<file path="src/design/hge_pkg.sv">
`timescale 1ns / 1ps

package hge_pkg;

	localparam int UNIT_W = 16;
	localparam int NIB_W  = 4;
	localparam int IDX_W  = 3;

	// position of each unit within an escape sequence
	localparam logic [IDX_W-1:0] IDX_PLUS  = 3'd0;
	localparam logic [IDX_W-1:0] IDX_TAG   = 3'd1;
	localparam logic [IDX_W-1:0] IDX_HEX3  = 3'd2;
	localparam logic [IDX_W-1:0] IDX_HEX2  = 3'd3;
	localparam logic [IDX_W-1:0] IDX_HEX1  = 3'd4;
	localparam logic [IDX_W-1:0] IDX_HEX0  = 3'd5;

	localparam logic [UNIT_W-1:0] CH_PLUS  = 16'h002B;
	localparam logic [UNIT_W-1:0] CH_LOWX  = 16'h0078;
	localparam logic [UNIT_W-1:0] CH_UPX   = 16'h0058;
	localparam logic [UNIT_W-1:0] CH_AT    = 16'h0040;
	localparam logic [UNIT_W-1:0] CH_ZERO  = 16'h0030;
	localparam logic [UNIT_W-1:0] CH_ALPHA = 16'h0037; // 'A' - 10

	typedef enum logic [1:0] {
		KIND_PASS,
		KIND_HANGUL,
		KIND_SYMBOL
	} kind_t;

	typedef struct packed {
		logic [UNIT_W-1:0] code;
		kind_t             kind;
	} item_t;

	typedef struct packed {
		logic [UNIT_W-1:0] lo;
		logic [UNIT_W-1:0] hi;
	} span_t;

	localparam int NUM_SPANS = 74;

	localparam span_t SYM_SPANS [NUM_SPANS] = '{
		'{16'h00A1, 16'h00A1}, '{16'h00BC, 16'h00BF}, '{16'h0111, 16'h0111},
		'{16'h0126, 16'h0127}, '{16'h0131, 16'h0133}, '{16'h0138, 16'h0138},
		'{16'h013F, 16'h0142}, '{16'h0149, 16'h014B}, '{16'h0152, 16'h0153},
		'{16'h0166, 16'h0167}, '{16'h02C7, 16'h02C7}, '{16'h02D0, 16'h02D0},
		'{16'h02D8, 16'h02DB}, '{16'h02DD, 16'h02DD}, '{16'h207F, 16'h207F},
		'{16'h2081, 16'h2084}, '{16'h20AC, 16'h20AC}, '{16'h2109, 16'h2109},
		'{16'h2113, 16'h2113}, '{16'h2122, 16'h2122}, '{16'h2126, 16'h2126},
		'{16'h2153, 16'h2154}, '{16'h215B, 16'h215E}, '{16'h2170, 16'h2179},
		'{16'h2194, 16'h2199}, '{16'h220F, 16'h220F}, '{16'h223C, 16'h223C},
		'{16'h2299, 16'h2299}, '{16'h2460, 16'h246E}, '{16'h2474, 16'h2482},
		'{16'h249C, 16'h24B5}, '{16'h24D0, 16'h24E9}, '{16'h250D, 16'h250E},
		'{16'h2511, 16'h2512}, '{16'h2515, 16'h2516}, '{16'h2519, 16'h251A},
		'{16'h251E, 16'h251F}, '{16'h2521, 16'h2522}, '{16'h2526, 16'h2527},
		'{16'h252A, 16'h252A}, '{16'h252D, 16'h252E}, '{16'h2531, 16'h2532},
		'{16'h2535, 16'h2536}, '{16'h2539, 16'h253A}, '{16'h253D, 16'h253E},
		'{16'h2540, 16'h2541}, '{16'h2543, 16'h254A}, '{16'h2592, 16'h2592},
		'{16'h25A3, 16'h25A9}, '{16'h25B6, 16'h25B7}, '{16'h25C0, 16'h25C1},
		'{16'h25C8, 16'h25C8}, '{16'h25D0, 16'h25D1}, '{16'h260E, 16'h260F},
		'{16'h261C, 16'h261C}, '{16'h261E, 16'h261E}, '{16'h2660, 16'h2661},
		'{16'h2663, 16'h2665}, '{16'h2667, 16'h2669}, '{16'h266C, 16'h266C},
		'{16'h3200, 16'h321C}, '{16'h3260, 16'h327B}, '{16'h327F, 16'h327F},
		'{16'h3380, 16'h3384}, '{16'h3388, 16'h338D}, '{16'h3390, 16'h339B},
		'{16'h339F, 16'h33A0}, '{16'h33A2, 16'h33B8}, '{16'h33BA, 16'h33C3},
		'{16'h33C5, 16'h33CA}, '{16'h33CF, 16'h33D0}, '{16'h33D3, 16'h33D3},
		'{16'h33D6, 16'h33D6}, '{16'h33D8, 16'h33D8}
	};

	// spans that did not fit the table above
	localparam logic [UNIT_W-1:0] SYM_EXTRA0 = 16'h33DB;
	localparam logic [UNIT_W-1:0] SYM_EXTRA1 = 16'h33DD;
	localparam logic [UNIT_W-1:0] SYM_EXTRA2 = 16'hFF02;
	localparam logic [UNIT_W-1:0] SYM_EXTRA3 = 16'hFF07;
	localparam logic [UNIT_W-1:0] SYM_EXTRA4 = 16'hFFE6;

	function automatic logic is_hangul(input logic [UNIT_W-1:0] u);
		return (u == CH_AT) || (u == '0) ||
			(u >= 16'h1100 && u <= 16'h11FF) ||
			(u >= 16'h3130 && u <= 16'h318F) ||
			(u >= 16'hA960 && u <= 16'hA97F) ||
			(u >= 16'hAC00 && u <= 16'hD7FF);
	endfunction

	function automatic logic is_symbol(input logic [UNIT_W-1:0] u);
		logic hit;
		hit = (u >= SYM_EXTRA0 && u <= SYM_EXTRA1) || (u == SYM_EXTRA2) ||
			(u == SYM_EXTRA3) || (u == SYM_EXTRA4);
		for (int i = 0; i < NUM_SPANS; i++) begin
			hit = hit | ((u >= SYM_SPANS[i].lo) && (u <= SYM_SPANS[i].hi));
		end
		return hit;
	endfunction

	function automatic logic [UNIT_W-1:0] hex_char(input logic [NIB_W-1:0] nib);
		logic [UNIT_W-1:0] n;
		n = {{(UNIT_W-NIB_W){1'b0}}, nib};
		return (nib < 4'd10) ? (CH_ZERO + n) : (CH_ALPHA + n);
	endfunction

endpackage

</file>
<file path="src/design/hge_if.sv">
`timescale 1ns / 1ps

interface hge_in_if;
	logic                           valid;
	logic                           ready;
	logic [hge_pkg::UNIT_W-1:0]     code_unit;

	modport source (output valid, output code_unit, input ready);
	modport sink (input valid, input code_unit, output ready);
endinterface

interface hge_out_if;
	logic                           valid;
	logic                           ready;
	logic [hge_pkg::UNIT_W-1:0]     out_unit;
	logic                           run_last;

	modport source (output valid, output out_unit, output run_last, input ready);
	modport sink (input valid, input out_unit, input run_last, output ready);
endinterface

</file>
<file path="src/design/hge_classify.sv">
`timescale 1ns / 1ps

module hge_classify (
	input  logic            clk,
	input  logic            arst_n,
	hge_in_if.sink          din,
	output hge_pkg::item_t  item,
	output logic            item_valid,
	input  logic            item_take
);

	logic                       valid_s1;
	logic [hge_pkg::UNIT_W-1:0] code_s1;
	logic                       load;

	assign din.ready = !valid_s1 || item_take;
	assign load      = din.valid && din.ready;

	always_ff @(posedge clk or negedge arst_n) begin
		if (!arst_n) begin
			valid_s1 <= 1'b0;
		end else if (din.ready) begin
			valid_s1 <= din.valid;
		end
	end

	always_ff @(posedge clk) begin
		if (load) begin
			code_s1 <= din.code_unit;
		end
	end

	// Hangul set wins over the symbol table
	always_comb begin
		item.code = code_s1;
		if (hge_pkg::is_hangul(code_s1)) begin
			item.kind = hge_pkg::KIND_HANGUL;
		end else if (hge_pkg::is_symbol(code_s1)) begin
			item.kind = hge_pkg::KIND_SYMBOL;
		end else begin
			item.kind = hge_pkg::KIND_PASS;
		end
	end

	assign item_valid = valid_s1;

	a_empty_ready: assert property (@(posedge clk) disable iff (!arst_n)
		!valid_s1 |-> din.ready) else $error("input stage empty but not ready");

	a_hold: assert property (@(posedge clk) disable iff (!arst_n)
		(valid_s1 && !item_take) |=> (valid_s1 && $stable(code_s1)))
		else $error("stalled input stage lost its unit");

	a_load: assert property (@(posedge clk) disable iff (!arst_n)
		load |=> (valid_s1 && code_s1 == $past(din.code_unit)))
		else $error("accepted unit not captured");

endmodule

</file>
<file path="src/design/hge_emit.sv">
`timescale 1ns / 1ps

module hge_emit (
	input  logic            clk,
	input  logic            arst_n,
	input  hge_pkg::item_t  item,
	input  logic            item_valid,
	output logic            item_take,
	hge_out_if.source       dout
);

	logic                       valid_s2;
	logic [hge_pkg::UNIT_W-1:0] code_s2;
	hge_pkg::kind_t             kind_s2;
	logic [hge_pkg::IDX_W-1:0]  idx_q;
	logic                       last;
	logic                       xfer;
	logic                       load;

	assign last      = (kind_s2 == hge_pkg::KIND_PASS) || (idx_q == hge_pkg::IDX_HEX0);
	assign xfer      = valid_s2 && dout.ready;
	assign item_take = !valid_s2 || (dout.ready && last);
	assign load      = item_valid && item_take;

	always_ff @(posedge clk or negedge arst_n) begin
		if (!arst_n) begin
			valid_s2 <= 1'b0;
			idx_q    <= hge_pkg::IDX_PLUS;
		end else if (load) begin
			valid_s2 <= 1'b1;
			idx_q    <= hge_pkg::IDX_PLUS;
		end else if (xfer) begin
			// advance through the escape sequence, drop the item after its last unit
			if (last) begin
				valid_s2 <= 1'b0;
			end
			idx_q <= idx_q + 3'd1;
		end
	end

	always_ff @(posedge clk) begin
		if (load) begin
			code_s2 <= item.code;
			kind_s2 <= item.kind;
		end
	end

	always_comb begin
		dout.out_unit = code_s2;
		if (kind_s2 != hge_pkg::KIND_PASS) begin
			unique case (idx_q)
				hge_pkg::IDX_PLUS: dout.out_unit = hge_pkg::CH_PLUS;
				hge_pkg::IDX_TAG:  dout.out_unit = (kind_s2 == hge_pkg::KIND_HANGUL) ?
					hge_pkg::CH_LOWX : hge_pkg::CH_UPX;
				hge_pkg::IDX_HEX3: dout.out_unit = hge_pkg::hex_char(code_s2[15:12]);
				hge_pkg::IDX_HEX2: dout.out_unit = hge_pkg::hex_char(code_s2[11:8]);
				hge_pkg::IDX_HEX1: dout.out_unit = hge_pkg::hex_char(code_s2[7:4]);
				hge_pkg::IDX_HEX0: dout.out_unit = hge_pkg::hex_char(code_s2[3:0]);
				default:           dout.out_unit = code_s2;
			endcase
		end
	end

	assign dout.valid    = valid_s2;
	assign dout.run_last = last;

	a_idx_range: assert property (@(posedge clk) disable iff (!arst_n)
		valid_s2 |-> (idx_q <= hge_pkg::IDX_HEX0)) else $error("escape index out of range");

	a_pass_single: assert property (@(posedge clk) disable iff (!arst_n)
		(valid_s2 && kind_s2 == hge_pkg::KIND_PASS) |-> (idx_q == hge_pkg::IDX_PLUS && last))
		else $error("pass-through unit not a single transfer");

	a_step: assert property (@(posedge clk) disable iff (!arst_n)
		(xfer && !last) |=> (valid_s2 && idx_q == $past(idx_q) + 3'd1 && $stable(code_s2)))
		else $error("escape sequence did not advance by one");

endmodule

</file>
<file path="src/design/hangul_escape_encoder_top.sv">
`timescale 1ns / 1ps

// Escapes a stream of 16-bit text units. '@', zero and Hangul units come out as the six
// units "+x" and four uppercase hex digits, units of the fixed symbol table as "+X" and
// four hex digits, and every other unit as itself; run_last marks the final unit of each
// input. An input register feeds the classifier and an output stage walks the escape
// sequence, so the first result of a unit is offered once it has left the input register,
// a pass-through unit occupies the output stage for one transfer, and the next unit is
// taken in the same cycle the previous result transfers; an escaped unit occupies the
// output stage for six transfers, while one further unit is held in the input register.
module hangul_escape_encoder_top (
	input  logic      clk,
	input  logic      arst_n,
	hge_in_if.sink    din,
	hge_out_if.source dout
);

	hge_pkg::item_t item;
	logic           item_valid;
	logic           item_take;

	hge_classify u_classify (
		.clk        (clk),
		.arst_n     (arst_n),
		.din        (din),
		.item       (item),
		.item_valid (item_valid),
		.item_take  (item_take)
	);

	hge_emit u_emit (
		.clk        (clk),
		.arst_n     (arst_n),
		.item       (item),
		.item_valid (item_valid),
		.item_take  (item_take),
		.dout       (dout)
	);

endmodule
</file>
<file path="src/flat_wrapper.sv">
// flat-port wrapper written by rule: the top's interface ports become plain ports
module hangul_escape_encoder_top_flat 
  (clk, arst_n, din_valid, din_code_unit, din_ready, dout_valid, dout_out_unit, dout_run_last, dout_ready);
  hge_in_if din_i ();
  hge_out_if dout_i ();
  input  logic clk;
  input  logic arst_n;
  input wire logic [$bits(din_i.valid)-1:0] din_valid;
  input wire logic [$bits(din_i.code_unit)-1:0] din_code_unit;
  output wire logic [$bits(din_i.ready)-1:0] din_ready;
  output wire logic [$bits(dout_i.valid)-1:0] dout_valid;
  output wire logic [$bits(dout_i.out_unit)-1:0] dout_out_unit;
  output wire logic [$bits(dout_i.run_last)-1:0] dout_run_last;
  input wire logic [$bits(dout_i.ready)-1:0] dout_ready;
  assign din_i.valid = din_valid;
  assign din_i.code_unit = din_code_unit;
  assign din_ready = din_i.ready;
  assign dout_valid = dout_i.valid;
  assign dout_out_unit = dout_i.out_unit;
  assign dout_run_last = dout_i.run_last;
  assign dout_i.ready = dout_ready;
  hangul_escape_encoder_top u_core (.clk(clk), .arst_n(arst_n), .din(din_i), .dout(dout_i));
endmodule
</file>
<file path="config.mk">
export PLATFORM = sky130hd
export DESIGN_NAME = hangul_escape_encoder_top_flat
export DESIGN_NICKNAME = d
export VERILOG_FILES = /design/src/design/hge_pkg.sv /design/src/design/hge_if.sv /design/src/design/hge_classify.sv /design/src/design/hge_emit.sv /design/src/design/hangul_escape_encoder_top.sv /design/src/flat_wrapper.sv
export SDC_FILE = /design/constraint.sdc
export NUM_CORES = 1
export LEC_CHECK = 0
export BUFFER_PORTS_ARGS = -buffer_cell sky130_fd_sc_hd__buf_2
export CAP_MARGIN = 10
export CORE_ASPECT_RATIO = 0.9
export CORE_MARGIN = 2
export CORE_UTILIZATION = 31
export DETAILED_ROUTE_END_ITERATION = 10
export GPL_TIMING_DRIVEN = 1
export PLACE_DENSITY = 0.54
export SETUP_SLACK_MARGIN = 0.15
export SLEW_MARGIN = 20
export SYNTH_ARGS = -nofsm -noshare
export SYNTH_HDL_FRONTEND = slang
export SYNTH_SLANG_ARGS = --single-unit
</file>
<file path="constraint.sdc">
create_clock -name clk -period 2.6 [get_ports clk]
set_clock_uncertainty 0.2 [all_clocks]
set_input_delay 0.52 -clock clk [delete_from_list [all_inputs] [get_ports clk]]
set_output_delay 0.52 -clock clk [all_outputs]
set_load 0.01 [all_outputs]
</file>
# Word level (Yosys, flattened, before mapping)
# Cells that the tools add are included.
[totals]
out_inout_bits = 19
regBits = 39
[op_classes]
n_lt_le_gt_ge = 162
eq_ne = 10
bitwise = 74
reduce_logical = 103
n_mux = 13
add_sub_neg = 9
[op_table]
columns = ["cell", "count"]
rows = [
  ["16-bit by 14-bit >= comparator with 1-bit output, second input constant", 62],
  ["16-bit by 14-bit less-or-equal comparator with 1-bit output, second input constant", 62],
  ["16-bit by 9-bit >= comparator with 1-bit output, second input constant", 8],
  ["16-bit by 9-bit less-or-equal comparator with 1-bit output, second input constant", 8],
  ["16-bit one-hot mux with 6 select lines", 1],
  ["1-bit logical AND", 83],
  ["1-bit OR", 74],
  ["16-bit by 10-bit >= comparator with 1-bit output, second input constant", 4],
  ["16-bit by 10-bit less-or-equal comparator with 1-bit output, second input constant", 4],
  ["6-bit by 4-bit adder with 7-bit output, first input constant", 8],
  ["16-bit == test, second input constant", 3],
  ["16-bit >= comparator, second input constant", 2],
  ["16-bit by 8-bit >= comparator with 1-bit output, second input constant", 2],
  ["16-bit less-or-equal comparator, second input constant", 2],
  ["16-bit by 8-bit less-or-equal comparator with 1-bit output, second input constant", 2],
  ["7-bit 2-to-1 mux", 4],
  ["16-bit by 7-bit == test with 1-bit output, second input constant", 1],
  ["16-bit by 13-bit >= comparator with 1-bit output, second input constant", 1],
  ["16-bit by 13-bit less-or-equal comparator with 1-bit output, second input constant", 1],
  ["16-bit zero test", 1],
  ["4-bit < comparator, second input constant", 4],
  ["16-bit 2-to-1 mux", 1],
  ["1-bit logical OR", 11],
  ["3-bit by 2-bit == test with 1-bit output, second input constant", 2],
  ["13 further kinds", 20],
]

# Logic depth before layout (Yosys ltp)
# Gate-level depths: netlist of the first run.
[depth]
word_depth = 80
depth_mapped = 11

# Modules after synthesis
# A second synthesis of the first run with hierarchy kept.
[unflattened]
cells_unflattened = 585
area_unflattened_um2 = 4553.1
[modules_own_cells]
columns = ["module", "n_inst", "cells_per_inst", "area_per_inst_um2", "seq_area_each_um2"]
rows = [
  ["hge_classify", 1, 432, 3052.9, 505.5],
  ["hge_emit", 1, 153, 1500.2, 640.6],
]

# Least setup slack after synthesis of the first run
# No wires, ideal clock.
[synth_timing]
kind = "reg2reg"
from = "register u_core.u_classify.code_s1[11] in the netlist's numbering"
to = "register u_core.u_emit.kind_s2[1] (data pin)"
arrival_ns = 2.157
required_ns = 2.129
stages_incl_launch_ff = 9
slack_ns = -0.028
cell_sequence = "edfxtp_1 > buf_6 > nor4_4 > a21oi_2 > nand2b_4 > a32o_1 > a2111o_1 > nor4_1 > nand4_1"
[synth_via]
elab_chain_cells = 80
elab_cells_between_ends = 325
cone_classes = "order compare: 158; eq/ne: 4; mux: 1; bitwise: 74; reduce/logical: 88"
[synth_rtl]
columns = ["element", "line", "source"]
rows = [
  ["start, declared", "hge_classify.sv:13", "logic [hge_pkg::UNIT_W-1:0] code_s1;"],
  ["start signal, assigned", "hge_classify.sv:29", "code_s1 <= din.code_unit;"],
  ["16-bit by 14-bit >= comparator with 1-bit output or 16-bit by 14-bit less-or-equal comparator with 1-bit output (tied branches)", "hge_pkg.sv:87", "hit = (u >= SYM_EXTRA0 && u <= SYM_EXTRA1) || (u == SYM_EXTRA2) ||"],
  ["1-bit logical AND", "hge_pkg.sv:87", ""],
  ["1-bit logical OR (2 in a row)", "hge_pkg.sv:87", ""],
  ["1-bit logical OR", "hge_pkg.sv:88", "(u == SYM_EXTRA3) || (u == SYM_EXTRA4);"],
  ["1-bit OR (74 in a row)", "hge_pkg.sv:90", "hit = hit | ((u >= SYM_SPANS[i].lo) && (u <= SYM_SPANS[i].hi));"],
  ["2-bit 2-to-1 mux", "hge_classify.sv:38", "end else if (hge_pkg::is_symbol(code_s1)) begin"],
  ["end signal, assigned", "hge_emit.sv:44", "kind_s2 <= item.kind;"],
  ["end, declared", "hge_emit.sv:14", "hge_pkg::kind_t kind_s2;"],
]
# Several ways; a longest one is shown, not always the timed one.
# A chain may end at the register's enable or synchronous reset.

# Final worst setup path of the first run
[layout_timing]
from = "register u_core.u_classify.code_s1[3] in the netlist's numbering"
to = "register u_core.u_emit.kind_s2[1] (data pin)"
# Same word-level chain as after synthesis.

==> results of run 1 <==
-- registers in the layout, indices dropped and copies added (netlist names) --
signal and cells:
u_core.u_emit.kind_s2 2, u_core.u_emit.code_s2 16, u_core.u_classify.code_s1 16, u_core.u_emit.dout.valid 1, u_core.u_emit.idx_q 3, u_core.u_classify.item_valid 1
-- cell usage in the layout (no fill, tap or decap), types with 17 or more instances in the layout --
| cell | Yosys | layout |
|---|---|---|
| nor2_1 | 40 | 39 |
| buf_2 | 16 | 38 |
| edfxtp_1 | 34 | 34 |
| nand2_1 | 66 | 60 |
| buf_4 | 1 | 262 |
| inv_1 | 21 | 17 |
| nand4_1 | 20 | 20 |
| o21ai_0 | 41 | 32 |
| nor4_1 | 21 | 18 |
| a21oi_1 | 42 | 36 |
| nand3_1 | 32 | 31 |
| nor3_1 | 22 | 18 |
-- worst max-delay path: stages, from the launching register on --
cell	delay, ps
edfxtp_1	360
buf_4	150
buf_4	150
buf_4	160
nor3b_1	130
o2111ai_1	270
a211oi_1	120
a311oi_1	360
nand4_1	260
nor4_2	350
nand4_1	120
-- cells by family after synthesis --
logic type,count (synthesis),share of synthesized area (%)
adder cells (fa/ha/maj),9,2.417
multiplexers,3,0.6445
flip-flops,39,24.60
XOR/XNOR,6,1.128
AND/OR/NAND/NOR,286,34.53
buffers and inverters,78,7.116
AO/OA/AOI/OAI,203,29.57
-- per-stage QoR --
stage / std cells / setup slack [ps] / hold slack, ps / instance area, um^2 / util [%]
finish: 1098 / -286.3 / 196.6 / 7747 / 52.65
global route: 1098 / -354.6 / 190.8 / 7747 / 52.65
CTS: 1095 / -197.1 / 196.6 / 7566 / 51.42
detailed placement: 1061 / -496.8 / 139.5 / 6882 / 46.77
global placement: 1061 / -594.5 / 134.7 / 6882 / 46.77
floorplan: 624 / 43.33 / 24.41 / 4667 / -
-- worst min-delay path by stage --
stage,start,endpoint,slack (ps),depth (start not counted)
2_1_floorplan,arst_n,u_core.u_classify.item_valid$_DFFE_PN0N_,20,0
3_3_place_gp,arst_n,u_core.u_classify.item_valid$_DFFE_PN0N_,130,1
3_5_place_dp,arst_n,u_core.u_emit.dout.valid$_DFFE_PN0P_,140,1
4_1_cts,din_code_unit[6],u_core.u_classify.code_s1[6]$_DFFE_PP_,200,1
5_1_grt,din_code_unit[6],u_core.u_classify.code_s1[6]$_DFFE_PP_,190,1
6_report,din_code_unit[8],u_core.u_classify.code_s1[8]$_DFFE_PP_,200,1
-- layout make-up --
| cell class | instances | area [um^2] |
|---|---|---|
| repair buffers | 324 | 2500 |
| well taps | 198 | 247.7 |
| multi-input cells | 507 | 3598 |
| fillers | 1388 | 6967 |
| flip-flops and latches | 39 | 1147 |
| clock inverters | 2 | 37.54 |
| inverters | 22 | 87.58 |
| clock buffers | 6 | 128.9 |
-- layer usage --
layer	wire, um	vias to the layer above
li1	-	2984
met1	12080	3348
met2	12600	449
met3	3525	74
met4	1178	4
met5	24	-
-- where the power goes --
part / leakage [nW] / total (mW) / switching (mW) / internal (mW)
sequential: 0.369 / 0.863 / 0.0803 / 0.783
combinational: 2.70 / 2.45 / 1.35 / 1.10
clock: 0.0771 / 0.733 / 0.279 / 0.454
-- timing repair --
action                                 in CTS  in global routing
hold buffers                                1                  0
setup buffers                              24                  3
pin swaps                                  41                 22
endpoints found under the hold margin       5                  0
setup endpoints to repair                  27                 16
resized for setup                          76                 33
cloned                                      1                  0
==> flow_summary.json, run 1 <==
{
  "clock-root-buffer": "clkbuf_16",
  "synth.most_common_cell": "nand2_1",
  "vias": 6859,
  "use_met1_pct": 48.86,
  "n_antenna_cell": 0,
  "period_share_pct": 111.0,
  "synth-seq-cells": 39,
  "clkSinkCount": 39,
  "synthToLayoutAreaGrowth_pct": 66.27,
  "core.rowCount": 42,
  "drc": 0,
  "boundaryPins": 39,
  "total_power_mw": 4.043,
  "place_hpwl_um": 22970,
  "chipWidth_um": 133.2,
  "crit_arrival_ps": 2720,
  "setup_viol_count_final": 6,
  "grt_util_all_layers_pct": 36.07,
  "use_met2_pct": 54.73,
  "setup_slack_ps": -286.3,
  "grt_max_degree": 23,
  "regToRegStartpoint": "u_core.u_classify.code_s1[3]$_DFFE_PP_",
  "grt_remaining_overflow": 0,
  "io_buffers": 38,
  "synth_nets": 653,
  "ys_seq_area_share_pct": 24.60,
  "drt_iter0_drc": 925,
  "die_area_um2": 16030,
  "syn-cell-area_um2": 4659,
  "yosys-top-cells-area": "edfxtp_1 (22%), nand2_1 (5.3%), a21oi_1 (4.5%)",
  "dr.pass1.iters": 7,
  "maxSlewHeadroom_pct": 53.69,
  "peakVddDrop_uv": 389.4,
  "cts_tree": "done",
  "place.gp.congestion": 1.099,
  "routed_wl_um": 29410,
  "synth_enable_flop_cells": 34,
  "start_util_pct": 31.67,
  "clk_pin_slew_worst_paths_ps": 70,
  "criticalPathCategory": "register to register",
  "drive_above_1_share_pct": 45.33,
  "rsz0062_at_grt": "yes",
  "outcome": "complete, but fails checks",
  "ant_nets": 0,
  "busiest_layer": "met2",
  "r2r_slack_ps": -290,
  "crit_end": "u_core.u_emit.kind_s2[1]$_SDFFCE_PP0P_",
  "final.setup.tns_ps": -675.2,
  "ys_async_sr_fraction_pct": 12.82,
  "p_leak_nw": 3.150,
  "coreArea_um2": 14710,
  "met3_usage_pct": 10.69,
  "violations": "negative setup slack",
  "cts-buffers-inserted": 5,
  "syn-instance-count": 624,
  "nets": 928,
  "hold_violations": 0,
  "synth_top_area_share_pct": 21.91,
  "worst_slew_pin_slew_ps": 685.0,
  "reg2regPathDepth": 10,
  "yosysUniqueCellTypes": 81,
  "viasPerCell": 6.247,
  "finalCriticalPeriod_ps": 2886,
  "syn_area_per_cell_um2": 7.467,
  "worstPathMaxFanout": 8,
  "maxCapViolations": 0,
  "fmax_ghz": 0.3465,
  "synth.largest_area_cell": "edfxtp_1",
  "ys.warnings.count": 0,
  "grt_antenna_before_repair": 1,
  "clock_path_buffers": 2,
  "clk_latency_ps": 300,
  "crit_path_start": "u_core.u_classify.code_s1[3]$_DFFE_PP_",
  "endpoint_kind": "register",
  "slew_viol_final": 0,
  "synth_common_cells": "nand2_1 (66), a21oi_1 (42), o21ai_0 (41)",
  "cp-start-kind": "register",
  "r2r-end": "u_core.u_emit.kind_s2[1]$_SDFFCE_PP0P_",
  "chipHeight_um": 120.3,
  "grt_pass1_vias": 6427,
  "synth_ff_type": "edfxtp_1",
  "p_per_area_nw_per_um2": 521.8,
  "worstPathRequired_ps": 2430,
  "hold_class": "input pin to register",
  "htreeDepth": 2,
  "routedWlPerCell_um": 26.78,
  "grt_pass1_wl_um": 42170
}
(Power assumes the default switching activity.)
==> run 2, diff against run 1 <==
- CTS_BUF_LIST: default -> sky130_fd_sc_hd__clkbuf_4
- PLACE_DENSITY: 0.54 -> 0.52
- clock period: 2.6 -> 3.75 ns (I/O delays scaled with it)
==> run 2 against run 1 <==
Against the previous run: critical path depth down 3; largest power group unchanged; worst hold slack better by 140 ps; combinational power down 61%; routed wire length down 25%; critical endpoint unchanged; final cell count down 21%; clock-buffer cell count down 1; power down 54%; maximum frequency down 17%; largest cell class unchanged; the flow now finishes without violations.
==> flow_summary.json, run 2 (synthesis gave the netlist of run 1 again) <==
{
  "maxCapViolations": 0,
  "wl_met3_um": 3061,
  "chipWidth_um": 133.2,
  "p_leak_nw": 1.859,
  "r2r_slack_ps": 270,
  "cp_common_cell": "nand4_1",
  "crit_chain": "nor4_4 > nand3_1 > nor4b_1 > a311oi_1 > nand4_1 > nor4_1 > nand4_1",
  "slew_viol_final": 0,
  "criticalPathCategory": "register to register",
  "nets": 701,
  "die_area_um2": 16030,
  "drt_iter0_drc": 1121,
  "peakVddDrop_uv": 193.3,
  "dr.pass1.iters": 8,
  "grt_pass1_wl_um": 33340,
  "outcome": "finished, final reports clean",
  "worstPathRequired_ps": 3810,
  "hold_violations": 0,
  "grt_util_all_layers_pct": 27.21,
  "final.setup.tns_ps": 0,
  "synthToLayoutAreaGrowth_pct": 15.09,
  "final_common_cell": "nand2_1",
  "worstPathMaxFanout": 19,
  "maxSlewHeadroom_pct": 25.68,
  "top_regs": "u_core.u_classify.code_s1 (16), u_core.u_emit.code_s2 (16), u_core.u_emit.idx_q (3)",
  "drc": 0,
  "start_util_pct": 31.67,
  "vias": 5961,
  "place_hpwl_um": 16670,
  "grt_max_degree": 23,
  "hold_class": "input pin to register",
  "grt_pass1_vias": 5411,
  "place.gp.congestion": 1.132,
  "coreArea_um2": 14710,
  "cts_tree": "done",
  "regToRegStartpoint": "u_core.u_classify.code_s1[11]$_DFFE_PP_",
  "cp-start-kind": "register",
  "crit_arrival_ps": 3530,
  "dr.max_layer_used": "met4",
  "n_antenna_cell": 0,
  "rsz0062_at_grt": "no",
  "r2r-end": "u_core.u_emit.kind_s2[1]$_SDFFCE_PP0P_",
  "drive_above_1_share_pct": 18.13,
  "critical_path.max_stage_delay_ps": 760,
  "finalCriticalPeriod_ps": 3477,
  "clock-root-buffer": "clkbuf_4",
  "clock_path_buffers": 2,
  "p_per_area_nw_per_um2": 345.9,
  "viasPerCell": 6.844,
  "period_share_pct": 92.73,
  "slowest_stage": "edfxtp_1",
  "clkSinkCount": 39,
  "boundaryPins": 39,
  "routedWlPerCell_um": 25.39,
  "grt_remaining_overflow": 0,
  "chipHeight_um": 120.3,
  "routed_wl_um": 22110,
  "min_from": "din_code_unit[1]",
  "core.rowCount": 42,
  "grt_antenna_before_repair": 0,
  "critPathTopFamily": "simple AND/OR/NAND/NOR gates",
  "io_buffers": 38,
  "wl_met2_um": 8822,
  "min_to": "u_core.u_classify.code_s1[1]$_DFFE_PP_",
  "final_util_pct": 36.45,
  "reg2regPathDepth": 7,
  "wl_met1_um": 9016,
  "final_cell_mix": "nand2_1 (66), buf_4 (58), a21oi_1 (42)",
  "crit_buf_inv": 0,
  "htreeDepth": 2,
  "worst_slew_pin_slew_ps": 1112,
  "fmax_ghz": 0.2876,
  "endpoint_kind": "register",
  "clk_pin_slew_worst_paths_ps": 140,
  "whs_path_depth": 1,
  "clk_latency_ps": 380,
  "cts-buffers-inserted": 5,
  "ant_nets": 0,
  "setup_viol_count_final": 0
}
==> run 2: report_power, final <==
| group | internal, mW | switching (mW) |
|---|---|---|
| Combinational | 0.349 | 0.606 |
| Clock | 0.0751 | 0.164 |
| Sequential | 0.542 | 0.118 |
==> run 2: worst reg2reg max path, stage by stage, from the launching register on <==
cell and delay (ps):
edfxtp_1 760, nor4_4 750, nand3_1 350, nor4b_1 760, a311oi_1 150, nand4_1 180
nor4_1 90, nand4_1 110
==> run 2: how the worst max path moves through the flow <==
stage / start / to / slack [ps] / depth (start not counted)
after floorplan: u_core.u_emit.code_s2[6]$_DFFE_PP_ / dout_out_unit[0] / 1010 / 7
after global placement: u_core.u_classify.code_s1[11]$_DFFE_PP_ / u_core.u_emit.kind_s2[1]$_SDFFCE_PP0P_ / 360 / 7
after detailed placement: u_core.u_classify.code_s1[11]$_DFFE_PP_ / u_core.u_emit.kind_s2[1]$_SDFFCE_PP0P_ / 440 / 7
after CTS: u_core.u_emit.code_s2[14]$_DFFE_PP_ / dout_out_unit[0] / 180 / 8
after global routing: u_core.u_emit.code_s2[14]$_DFFE_PP_ / dout_out_unit[0] / 190 / 8
final: u_core.u_classify.code_s1[11]$_DFFE_PP_ / u_core.u_emit.kind_s2[1]$_SDFFCE_PP0P_ / 270 / 7
==> run 2: area by class of cell <==
class,count,area [um^2]
fill,1595,9351
multi-input combinational,507,3188
sequential,39,1146
timing repair buffer,97,635.6
tap,198,247.7
inverter,22,82.58
clock buffer,5,37.54
clock inverter,3,25.02
==> run 2: timing repair <==
action	in CTS	in global routing
gates resized for setup	1	2
hold buffers	1	0
setup buffers	0	0
endpoints found under the hold margin	5	0
setup endpoints to repair	1	1
==> run 2: layer usage <==
metal,global-route usage [%],vias up
met5,0,-
li1,-,2531
met4,10.77,0
met3,8.008,128
met1,38.02,2798
met2,39.31,504
==> run 2: stage by stage <==
step           hold slack, ps  area (um^2)  worst slack, ps  power, mW  std cells
2_1_floorplan           220.6         4659             1008      1.200        624
3_3_place_gp            328.7         5284            355.2      1.581        862
3_5_place_dp            347.3         5284            439.1      1.566        862
4_1_cts                 322.4         5356            176.2      1.811        871
5_1_grt                 296.9         5363            189.8      1.960        871
6_report                332.1         5363            272.6      1.855        871
